File: src/rtl/core/sha256_pkg.sv
package sha256_pkg;

  localparam int unsigned BlockBytes = 64;
  localparam int unsigned LenOffset  = 56;
  localparam int unsigned Rounds     = 64;
  localparam int unsigned Words      = 8;

  localparam logic [7:0] PAD_BYTE = 8'h80;

  localparam logic [0:Words-1][31:0] SHA_IV = {
    32'h6A09E667, 32'hBB67AE85, 32'h3C6EF372, 32'hA54FF53A,
    32'h510E527F, 32'h9B05688C, 32'h1F83D9AB, 32'h5BE0CD19
  };

  // source of the byte shifted into the block buffer
  typedef enum logic [1:0] {
    BSEL_DATA,
    BSEL_PAD,
    BSEL_ZERO,
    BSEL_LEN
  } byte_sel_t;

  typedef struct packed {
    logic       shift_en;
    byte_sel_t  byte_sel;
    logic [2:0] len_idx;
    logic       count_en;
    logic       load_work;
    logic       round_en;
    logic [5:0] round_idx;
    logic       chain_add;
    logic       out_load;
  } dp_cmd_t;

  function automatic logic [31:0] ror32(input logic [31:0] v, input int unsigned amt);
    ror32 = (v >> amt) | (v << (32 - amt));
  endfunction

  function automatic logic [31:0] bsig0(input logic [31:0] x);
    bsig0 = ror32(x, 2) ^ ror32(x, 13) ^ ror32(x, 22);
  endfunction

  function automatic logic [31:0] bsig1(input logic [31:0] x);
    bsig1 = ror32(x, 6) ^ ror32(x, 11) ^ ror32(x, 25);
  endfunction

  function automatic logic [31:0] ssig0(input logic [31:0] x);
    ssig0 = ror32(x, 7) ^ ror32(x, 18) ^ (x >> 3);
  endfunction

  function automatic logic [31:0] ssig1(input logic [31:0] x);
    ssig1 = ror32(x, 17) ^ ror32(x, 19) ^ (x >> 10);
  endfunction

  function automatic logic [31:0] round_k(input logic [5:0] idx);
    case (idx)
      6'd0:  round_k = 32'h428A2F98;
      6'd1:  round_k = 32'h71374491;
      6'd2:  round_k = 32'hB5C0FBCF;
      6'd3:  round_k = 32'hE9B5DBA5;
      6'd4:  round_k = 32'h3956C25B;
      6'd5:  round_k = 32'h59F111F1;
      6'd6:  round_k = 32'h923F82A4;
      6'd7:  round_k = 32'hAB1C5ED5;
      6'd8:  round_k = 32'hD807AA98;
      6'd9:  round_k = 32'h12835B01;
      6'd10: round_k = 32'h243185BE;
      6'd11: round_k = 32'h550C7DC3;
      6'd12: round_k = 32'h72BE5D74;
      6'd13: round_k = 32'h80DEB1FE;
      6'd14: round_k = 32'h9BDC06A7;
      6'd15: round_k = 32'hC19BF174;
      6'd16: round_k = 32'hE49B69C1;
      6'd17: round_k = 32'hEFBE4786;
      6'd18: round_k = 32'h0FC19DC6;
      6'd19: round_k = 32'h240CA1CC;
      6'd20: round_k = 32'h2DE92C6F;
      6'd21: round_k = 32'h4A7484AA;
      6'd22: round_k = 32'h5CB0A9DC;
      6'd23: round_k = 32'h76F988DA;
      6'd24: round_k = 32'h983E5152;
      6'd25: round_k = 32'hA831C66D;
      6'd26: round_k = 32'hB00327C8;
      6'd27: round_k = 32'hBF597FC7;
      6'd28: round_k = 32'hC6E00BF3;
      6'd29: round_k = 32'hD5A79147;
      6'd30: round_k = 32'h06CA6351;
      6'd31: round_k = 32'h14292967;
      6'd32: round_k = 32'h27B70A85;
      6'd33: round_k = 32'h2E1B2138;
      6'd34: round_k = 32'h4D2C6DFC;
      6'd35: round_k = 32'h53380D13;
      6'd36: round_k = 32'h650A7354;
      6'd37: round_k = 32'h766A0ABB;
      6'd38: round_k = 32'h81C2C92E;
      6'd39: round_k = 32'h92722C85;
      6'd40: round_k = 32'hA2BFE8A1;
      6'd41: round_k = 32'hA81A664B;
      6'd42: round_k = 32'hC24B8B70;
      6'd43: round_k = 32'hC76C51A3;
      6'd44: round_k = 32'hD192E819;
      6'd45: round_k = 32'hD6990624;
      6'd46: round_k = 32'hF40E3585;
      6'd47: round_k = 32'h106AA070;
      6'd48: round_k = 32'h19A4C116;
      6'd49: round_k = 32'h1E376C08;
      6'd50: round_k = 32'h2748774C;
      6'd51: round_k = 32'h34B0BCB5;
      6'd52: round_k = 32'h391C0CB3;
      6'd53: round_k = 32'h4ED8AA4A;
      6'd54: round_k = 32'h5B9CCA4F;
      6'd55: round_k = 32'h682E6FF3;
      6'd56: round_k = 32'h748F82EE;
      6'd57: round_k = 32'h78A5636F;
      6'd58: round_k = 32'h84C87814;
      6'd59: round_k = 32'h8CC70208;
      6'd60: round_k = 32'h90BEFFFA;
      6'd61: round_k = 32'hA4506CEB;
      6'd62: round_k = 32'hBEF9A3F7;
      6'd63: round_k = 32'hC67178F2;
      default: round_k = 32'h0;
    endcase
  endfunction

endpackage

File: src/rtl/core/sha256_ctrl.sv
module sha256_ctrl
  import sha256_pkg::*;
(
  input  logic    clk,
  input  logic    rst_n,
  input  logic    in_valid,
  input  logic    in_byte_valid,
  input  logic    in_finish,
  input  logic    out_busy,
  output logic    in_stall,
  output dp_cmd_t cmd
);

  typedef enum logic [2:0] {
    S_IDLE,
    S_PAD80,
    S_PADZ,
    S_LEN,
    S_ROUND,
    S_ADD,
    S_DONE
  } state_t;

  localparam logic [5:0] LAST_FILL  = 6'(BlockBytes - 1);
  localparam logic [5:0] LEN_FILL   = 6'(LenOffset);
  localparam logic [5:0] LAST_ROUND = 6'(Rounds - 1);

  state_t     state_r, state_nxt;
  state_t     ret_r, ret_nxt;
  logic [5:0] fill_r, fill_nxt;
  logic [5:0] round_r, round_nxt;

  assign in_stall = (state_r != S_IDLE);

  always_comb begin
    state_nxt     = state_r;
    ret_nxt       = ret_r;
    fill_nxt      = fill_r;
    round_nxt     = round_r;
    cmd           = '0;
    cmd.byte_sel  = BSEL_DATA;
    cmd.len_idx   = fill_r[2:0];
    cmd.round_idx = round_r;

    case (state_r)
      S_IDLE: begin
        if (in_valid) begin
          if (in_byte_valid) begin
            cmd.shift_en = 1'b1;
            cmd.count_en = 1'b1;
            if (fill_r == LAST_FILL) begin
              fill_nxt      = '0;
              cmd.load_work = 1'b1;
              state_nxt     = S_ROUND;
              ret_nxt       = in_finish ? S_PAD80 : S_IDLE;
            end else begin
              fill_nxt  = fill_r + 6'd1;
              state_nxt = in_finish ? S_PAD80 : S_IDLE;
            end
          end else if (in_finish) begin
            state_nxt = S_PAD80;
          end
        end
      end
      S_PAD80: begin
        cmd.shift_en = 1'b1;
        cmd.byte_sel = BSEL_PAD;
        if (fill_r == LAST_FILL) begin
          fill_nxt      = '0;
          cmd.load_work = 1'b1;
          state_nxt     = S_ROUND;
          ret_nxt       = S_PADZ;
        end else begin
          fill_nxt  = fill_r + 6'd1;
          state_nxt = S_PADZ;
        end
      end
      S_PADZ: begin
        if (fill_r == LEN_FILL) begin
          state_nxt = S_LEN;
        end else begin
          cmd.shift_en = 1'b1;
          cmd.byte_sel = BSEL_ZERO;
          if (fill_r == LAST_FILL) begin
            fill_nxt      = '0;
            cmd.load_work = 1'b1;
            state_nxt     = S_ROUND;
            ret_nxt       = S_PADZ;
          end else begin
            fill_nxt = fill_r + 6'd1;
          end
        end
      end
      S_LEN: begin
        cmd.shift_en = 1'b1;
        cmd.byte_sel = BSEL_LEN;
        if (fill_r == LAST_FILL) begin
          fill_nxt      = '0;
          cmd.load_work = 1'b1;
          state_nxt     = S_ROUND;
          ret_nxt       = S_DONE;
        end else begin
          fill_nxt = fill_r + 6'd1;
        end
      end
      S_ROUND: begin
        cmd.round_en = 1'b1;
        round_nxt    = round_r + 6'd1;
        if (round_r == LAST_ROUND) begin
          state_nxt = S_ADD;
        end
      end
      S_ADD: begin
        cmd.chain_add = 1'b1;
        state_nxt     = ret_r;
      end
      S_DONE: begin
        // digest bank still draining the previous message
        if (!out_busy) begin
          cmd.out_load = 1'b1;
          state_nxt    = S_IDLE;
        end
      end
      default: begin
        state_nxt = S_IDLE;
      end
    endcase
  end

  always_ff @(posedge clk) begin
    if (!rst_n) begin
      state_r <= S_IDLE;
      ret_r   <= S_IDLE;
      fill_r  <= '0;
      round_r <= '0;
    end else begin
      state_r <= state_nxt;
      ret_r   <= ret_nxt;
      fill_r  <= fill_nxt;
      round_r <= round_nxt;
    end
  end

endmodule

File: src/rtl/core/sha256_dp.sv
module sha256_dp
  import sha256_pkg::*;
(
  input  logic        clk,
  input  logic        rst_n,
  input  dp_cmd_t     cmd,
  input  logic [7:0]  in_data_byte,
  output logic        out_busy,
  output logic        out_valid,
  input  logic        out_stall,
  output logic [31:0] out_digest_word,
  output logic [2:0]  out_word_index,
  output logic        out_last_word
);

  localparam int unsigned BufBits = BlockBytes * 8;

  // block buffer, word 0 in the top bits; doubles as the message schedule window
  logic [BufBits-1:0]     buf_r, buf_nxt;
  logic [0:Words-1][31:0] chain_r, chain_nxt;
  logic [0:Words-1][31:0] work_r, work_nxt;
  logic [7:0][7:0]        bits_r, bits_nxt;
  logic [0:Words-1][31:0] bank_r, bank_nxt;
  logic [2:0]             idx_r, idx_nxt;
  logic                   busy_r, busy_nxt;

  logic [7:0]  shift_byte;
  logic [31:0] w_t, w_new, t1, t2;
  logic        out_take;

  assign w_t   = buf_r[BufBits-1 -: 32];
  assign w_new = w_t + ssig0(buf_r[BufBits-1-32 -: 32]) + buf_r[BufBits-1-9*32 -: 32]
               + ssig1(buf_r[BufBits-1-14*32 -: 32]);

  assign t1 = work_r[7] + bsig1(work_r[4])
            + ((work_r[4] & work_r[5]) ^ (~work_r[4] & work_r[6]))
            + round_k(cmd.round_idx) + w_t;
  assign t2 = bsig0(work_r[0])
            + ((work_r[0] & work_r[1]) ^ (work_r[0] & work_r[2]) ^ (work_r[1] & work_r[2]));

  always_comb begin
    case (cmd.byte_sel)
      BSEL_DATA: shift_byte = in_data_byte;
      BSEL_PAD:  shift_byte = PAD_BYTE;
      BSEL_ZERO: shift_byte = 8'h00;
      BSEL_LEN:  shift_byte = bits_r[3'd7 - cmd.len_idx];
      default:   shift_byte = 8'h00;
    endcase
  end

  assign out_take = busy_r && !out_stall;

  always_comb begin
    buf_nxt   = buf_r;
    work_nxt  = work_r;
    chain_nxt = chain_r;
    bits_nxt  = bits_r;
    bank_nxt  = bank_r;
    idx_nxt   = idx_r;
    busy_nxt  = busy_r;

    if (cmd.shift_en) begin
      buf_nxt = {buf_r[BufBits-9:0], shift_byte};
    end else if (cmd.round_en) begin
      buf_nxt = {buf_r[BufBits-33:0], w_new};
    end

    if (cmd.count_en) begin
      bits_nxt = bits_r + 64'd8;
    end

    if (cmd.load_work) begin
      work_nxt = chain_r;
    end else if (cmd.round_en) begin
      work_nxt = {t1 + t2, work_r[0], work_r[1], work_r[2],
                  work_r[3] + t1, work_r[4], work_r[5], work_r[6]};
    end

    if (cmd.chain_add) begin
      for (int i = 0; i < Words; i++) begin
        chain_nxt[i] = chain_r[i] + work_r[i];
      end
    end

    if (cmd.out_load) begin
      bank_nxt  = chain_r;
      chain_nxt = SHA_IV;
      bits_nxt  = '0;
      idx_nxt   = '0;
      busy_nxt  = 1'b1;
    end else if (out_take) begin
      bank_nxt = {bank_r[1:Words-1], 32'h0};
      idx_nxt  = idx_r + 3'd1;
      if (idx_r == 3'(Words - 1)) begin
        busy_nxt = 1'b0;
      end
    end
  end

  always_ff @(posedge clk) begin
    if (!rst_n) begin
      chain_r <= SHA_IV;
      bits_r  <= '0;
      idx_r   <= '0;
      busy_r  <= 1'b0;
    end else begin
      chain_r <= chain_nxt;
      bits_r  <= bits_nxt;
      idx_r   <= idx_nxt;
      busy_r  <= busy_nxt;
    end
  end

  always_ff @(posedge clk) begin
    buf_r  <= buf_nxt;
    work_r <= work_nxt;
    bank_r <= bank_nxt;
  end

  assign out_busy        = busy_r;
  assign out_valid       = busy_r;
  assign out_digest_word = bank_r[0];
  assign out_word_index  = idx_r;
  assign out_last_word   = (idx_r == 3'(Words - 1));

endmodule

File: src/rtl/core/sha256_byte_stream_hasher.sv
// Channel  | Direction | Ports                                            | Handshake
// ---------+-----------+--------------------------------------------------+--------------------
// input    | in        | in_data_byte[7:0], in_byte_valid, in_finish      | in_valid / in_stall
// result   | out       | out_digest_word[31:0], out_word_index[2:0],      | out_valid / out_stall
//          |           | out_last_word                                    |
//
// A byte item that leaves the block part-full only shifts the byte in; in_stall stays
// low for the next item. The 64th byte of a block starts a compression: 64 rounds at
// one round per cycle in the single round unit, then the chain add, with in_stall high
// until the add is done.
// A finish item pads one byte per cycle except while a block is compressed, writes the
// 8 length bytes and runs one or two compressions before the digest reaches the output bank.
// Synchronous active-low reset loads the initial hash values and clears the counts.
// in_stall is high while an item is being worked on; the 8 digest words drain from
// their own bank, so out_stall only holds up the next finish item, not byte items.
module sha256_byte_stream_hasher
  import sha256_pkg::*;
(
  input  logic        clk,
  input  logic        rst_n,

  input  logic        in_valid,
  output logic        in_stall,
  input  logic [7:0]  in_data_byte,
  input  logic        in_byte_valid,
  input  logic        in_finish,

  output logic        out_valid,
  input  logic        out_stall,
  output logic [31:0] out_digest_word,
  output logic [2:0]  out_word_index,
  output logic        out_last_word
);

  dp_cmd_t cmd;
  logic    out_busy;

  // sequencer: byte intake, padding, length, round count
  sha256_ctrl u_ctrl (
    .clk           (clk),
    .rst_n         (rst_n),
    .in_valid      (in_valid),
    .in_byte_valid (in_byte_valid),
    .in_finish     (in_finish),
    .out_busy      (out_busy),
    .in_stall      (in_stall),
    .cmd           (cmd)
  );

  // block buffer/schedule window, round unit, chain value, digest bank
  sha256_dp u_dp (
    .clk             (clk),
    .rst_n           (rst_n),
    .cmd             (cmd),
    .in_data_byte    (in_data_byte),
    .out_busy        (out_busy),
    .out_valid       (out_valid),
    .out_stall       (out_stall),
    .out_digest_word (out_digest_word),
    .out_word_index  (out_word_index),
    .out_last_word   (out_last_word)
  );

endmodule
File: config.mk
export PLATFORM = sky130hd
export DESIGN_NAME = sha256_byte_stream_hasher
export DESIGN_NICKNAME = d
export VERILOG_FILES = /design/src/rtl/core/sha256_pkg.sv /design/src/rtl/core/sha256_ctrl.sv /design/src/rtl/core/sha256_dp.sv /design/src/rtl/core/sha256_byte_stream_hasher.sv
export SDC_FILE = /design/constraint.sdc
export NUM_CORES = 2
export LEC_CHECK = 0
export BUFFER_PORTS_ARGS = -buffer_cell sky130_fd_sc_hd__buf_4
export CAP_MARGIN = 30
export CORE_UTILIZATION = 35
export CTS_CLUSTER_SIZE = 16
export DETAILED_ROUTE_END_ITERATION = 12
export PLACE_DENSITY = 0.56
export SLEW_MARGIN = 20
export SYNTH_ARGS = -nofsm -noshare
export SYNTH_HDL_FRONTEND = slang
export SYNTH_SLANG_ARGS = --single-unit
File: constraint.sdc
create_clock -name clk -period 17.6 [get_ports clk]
set_input_delay 1.76 -clock clk [delete_from_list [all_inputs] [get_ports clk]]
set_output_delay 1.76 -clock clk [all_outputs]
set_load 0.005 [all_outputs]
### Yosys cells after proc, flatten, opt, wreduce, memory -nomap -nowiden

Memory sizes are Yosys's and may differ from the RTL's. A register that Yosys moved wholly into a read port is not among the register bits.
Cells that the tools add are included.
W data, S select, Z words.

| cells by class | value |
|---|---|
| bitwise logic cells | 28 |
| equality and inequality tests | 21 |
| add/sub/neg operators | 23 |
| mux-type cells | 52 |
| reduce and logical (&&, ||, !) cells | 17 |
| order comparisons | 1 |

Operators by type and width:

| kind | number |
|---|---|
| $mux W256 | 4 |
| $mux W512 | 2 |
| $add A32 B32 Y32 | 18 |
| $xor A32 B32 Y32 | 9 |
| $and A32 B32 Y32 | 5 |
| $add A64 B4 Y64 const B | 1 |
| $mux W3 | 16 |
| $mux W6 | 6 |
| $not A32 Y32 | 1 |
| $or A10 B32 Y32 | 1 |
| $or A13 B32 Y32 | 1 |
| $or A14 B32 Y32 | 1 |
| $or A15 B32 Y32 | 1 |
| $or A19 B32 Y32 | 1 |
| $or A21 B32 Y32 | 1 |
| $or A25 B32 Y32 | 1 |
| $or A26 B32 Y32 | 1 |
| $or A30 B32 Y32 | 1 |
| $or A7 B32 Y32 | 1 |
| $pmux W8 S4 | 1 |
| $xor A32 B22 Y32 | 1 |
| $xor A32 B29 Y32 | 1 |
| $bmux W8 S3 | 1 |
| $pmux W3 S7 | 1 |
| 32 further kinds | 65 |

| word-level totals | value |
|---|---|
| output and inout port bits | 38 |
| memory bits (read-only) | 2048 |
| memories kept | 1 |
| register bits | 1366 |
| input port bits | 14 |

Memory list:

| name | depth | bits a word | read ports | clocked after memory_dff | wr ports | line | source |
|---|---|---|---|---|---|---|---|
| (no name shown) | 64 | 32 | 1 | 1 | 0 | sha256_pkg.sv:56 | `case (idx)` |

### Depth between registers and ports, before layout

| depth | value |
|---|---|
| depth after elaboration | 10 |
| mapped depth | 34 |
| gate-level depth less buffers | 33 |

### Modules after synthesis

Synthesis repeated with hierarchy kept, for this count alone.

| unflattened totals | value |
|---|---|
| cells, all modules | 7559 |
| area, all modules | 83685.3 sq um |

By module, submodules not included:

| module | seq. area each (sq um) | area an instance (sq um) | times used | cells each |
|---|---|---|---|---|
| sha256_dp | 37175.7 | 82588.0 | 1 | 7429 |
| sha256_ctrl | 360.3 | 1097.3 | 1 | 130 |

### Worst setup path after synthesis

OpenSTA, ideal clock, no wires.

| timing | value |
|---|---|
| path kind | input to register |
| from | input in_valid |
| to | register u_dp.buf_r[0], enable pin |
| buffers on the path | 3 |
| slack | 2.765 ns |
| library setup time | 3.642 ns |
| data required time | 13.958 ns |
| arrival time | 11.193 ns |
| stages on the path | 6 |
| cells stage by stage | nand3_1 a21o_1 clkbuf_1 clkbuf_1 clkbuf_1 nand2_1 |

| between the ends | value |
|---|---|
| word-level cells in the longest chain between the ends | 3 |

RTL lines:

| element | line | source |
|---|---|---|
| start, declared | sha256_byte_stream_hasher.sv:22 | `input logic in_valid,` |
| $mux W1 | sha256_ctrl.sv:47 | `if (in_valid) begin` |
| $pmux W1 S3 | sha256_ctrl.sv:45 | `case (state_r)` |
| $reduce_bool A2 Y1 (no source line) | - |  |
| end signal, assigned | sha256_dp.sv:115 | `buf_r <= buf_nxt;` |
| end, declared | sha256_dp.sv:19 | `logic [BufBits-1:0] buf_r, buf_nxt;` |

No other way between the ends.
A chain may end at the register's enable or synchronous reset.

==> reports/results.txt <==
Commonest non-fill, non-tap cell in the layout = nand2_1
IO buf count = 51
Max-slew violations = 0
DRT Wirelength = 266 mm
Worst path slowest cell = edfxtp_1
Antenna violations before repair = 12
Status = complete, no violations
Final Hold Vio Count = 0
Largest cells by area after synthesis = edfxtp_1 (36%), nand2_1 (14%), dfxtp_1 (8.8%)
Worst Skew = 0.0659 ns
Slew @ Worst Pin = 1.22 ns
Min cycle time layout = 8.16 ns
PwrDens = 169 nW/um2
Most frequent cells in the layout = nand2_1 (3,178), edfxtp_1 (1,024), a21oi_1 (520), xnor2_1 (410), ha_1 (394)
Antenna Nets Post-Route = 0
I/O Pins = 52
Area Growth Syn to Fin = 10.1%
Filler instances = 23,700
Vias per cell = 5.30
DPL Wire Length = 191 mm
Mapped Nets = 9,982
Ys flop type = edfxtp_1
Top-area cell type share of the netlist area = 0.365
Total congestion overflow = 0
Clk slew on worst S/H paths = 0.05 ns
Hold Crit Class = flip-flop to flip-flop
Drt drc = 0
Vias in the first global route = 62,700
Post-synth EDFFs = 1,024
CP max stage delay = 0.60 ns
Setup Viol. Count Final = 0
Hold path start = u_dp.chain_r[12]
Synth area leader = edfxtp_1
Post-synthesis cell count = 9,379
FMAX = 122 MHz
DR vias = 65,800
Distinct cell type count after synthesis = 101
Asr flop ratio synth = 0
Starting Density = 0.353
CTS Buf Count = 162
Post-CTS Hold Buffers = 0
First-pass GRT wire length = 398 mm
Post-Syn Area per Cell = 8.99 um2
Post-DR wirelength/cell = 21.5 um
Die area = 243,000 um2
CP Capture Type = flip-flop
Sequential share of the synthesized area = 0.453
CP Launch Type = flip-flop
Layout cells sized above 1 = 0.0503
Post-Syn Area = 84,300 um2
CTS HTree Levels = 4
GPL Wtd Cong = 0.915
Largest fanout on the critical path = 6
CTS root buffer = clkbuf_16
Worst EP required = 18.13 ns
Fin Setup TNS = 0 ns
Yosys Warn Count = 0
Num rows = 179
WP data arrival = 8.69 ns
Unrepaired setup endpoints after global routing = false
R2r startpoint = u_dp.work_r[122]
Clock tree sinks = 1,395
Die extent in y = 493 um
CTS max path bufs = 3
GRT Total Usage = 0.214
Pin count of the biggest net entering global routing = 269
Clock Latency Late Sink = 0.83 ns
Final worst-path setup slack = 9.44 ns
Die width = 493 um
Post-CTS resize count = 0
Detailed Route Iter0 Violations = 6,463
FF+latch count, synth = 1,395
Fin crit share = 0.464
Area of the core = 239,000 um2
Setup Crit Path Kind = flip-flop to flip-flop
Drt pass-1 iters = 6
Slew headroom = 0.185
Max Cap Viol = 0
CTS tree = built
Crit path from = u_dp.work_r[122]
Final #Nets = 9,718
Pre-CTS worst setup slack = 9.44 ns
Pleak = 38.7 nW
Max rail drop VDD = 0.270 mV
Most Frequent Cell on Critical Path = fa_1
Post-CTS setup buffer count = 0
-- layout make-up --
type | count | area, um2 | area share
multi-input cells | 7085 | 42700 | 0.460
well taps | 3167 | 3960 | 0.0427
clock buffers | 212 | 4450 | 0.0480
diodes | 1 | 2.50 | 0.0000270
inverters | 345 | 1290 | 0.0140
repair buffers | 126 | 1170 | 0.0126
clock inverters | 86 | 1060 | 0.0114
flip-flops and latches | 1395 | 38200 | 0.411
-- layer usage --
| metal | routed length [um] | track usage | up-vias |
|---|---|---|---|
| met1 | 127000 | 0.317 | 32100 |
| li1 | - | - | 31300 |
| met5 | 49 | 0 | - |
| met3 | 17100 | 0.0286 | 333 |
| met2 | 116000 | 0.325 | 2114 |
| met4 | 6810 | 0.0580 | 8 |
-- cell usage after synthesis, drive strengths merged (52+ instances only) --
library cell,instances
o21ai,390
clkbuf,494
edfxtp,1024
a21o,166
and2,57
mux2i,52
nand3,120
a21oi,522
nor3,72
xor2,214
fa,195
buf,60
dfxtp,371
nand2b,56
a211oi,76
nor2,395
xnor2,411
o211ai,114
nand2,3183
o21a,62
ha,394
inv,343
-- flip-flops by register name, indices dropped and copies added, names as in the netlist, named ones only --
signal and flops:
u_ctrl.round_r 6, u_dp.chain_r 256, u_ctrl.fill_r 6, u_dp.out_digest_word 32
u_ctrl.state_r 3, u_dp.bank_r 224, u_dp.bits_r 61, u_dp.buf_r 512
u_dp.work_r 256, u_dp.out_busy 1, u_dp.out_word_index 3, u_ctrl.ret_r 3
-- path summary, 6_finish.rpt --
check	cells past startpoint	to	slack [ns]
worst min-delay path	2	u_dp.chain_r[12]	0.48
worst max register to register	30	u_dp.work_r[254]	9.44
worst max-delay path	30	u_dp.work_r[254]	9.44
worst min register to register	2	u_dp.chain_r[12]	0.48
-- power by group --
group	leakage, nW	switching [mW]	internal [mW]
Combinational	23.4	4.51	2.83
Sequential	12.6	0.434	4.37
Clock	2.70	1.47	2.05
-- critical path, delay by kind of cell, from the launching register on --
family	cells	cell delay [ns]
AO/OA/AOI/OAI	10	1.74
AND/OR/NAND/NOR	7	1.55
adder cells (fa/ha/maj)	7	2.83
buffers and inverters	2	0.13
flip-flops	1	0.60
XOR/XNOR	4	1.02
-- metrics by stage --
| stage | total power, mW | instances | hold WS, ns | area (um2) | util |
|---|---|---|---|---|---|
| 6_report | 15.7 | 12400 | 0.480 | 92800 | 0.389 |
| 5_1_grt | 16.6 | 12400 | 0.508 | 92800 | 0.389 |
| 4_1_cts | 15.6 | 12400 | 0.486 | 92600 | 0.388 |
| 3_5_place_dp | 12.0 | 12100 | 0.477 | 87100 | 0.365 |
| 3_3_place_gp | 12.0 | 12100 | 0.463 | 87000 | 0.365 |
| 2_1_floorplan | 9.90 | 9379 | 0.448 | 84300 | - |
-- logic make-up after synthesis --
kind of cell / count (synthesis) / share of synthesized area
DFF: 1395 / 0.453
and+or+nand+nor: 4128 / 0.200
buffers and inverters: 899 / 0.0417
muxes: 68 / 0.0101
AOI/OAI and AO/OA: 1653 / 0.123
adders and majority gates: 611 / 0.107
xor gates and xnor gates: 625 / 0.0650
Power figures use the tool's default switching activity.
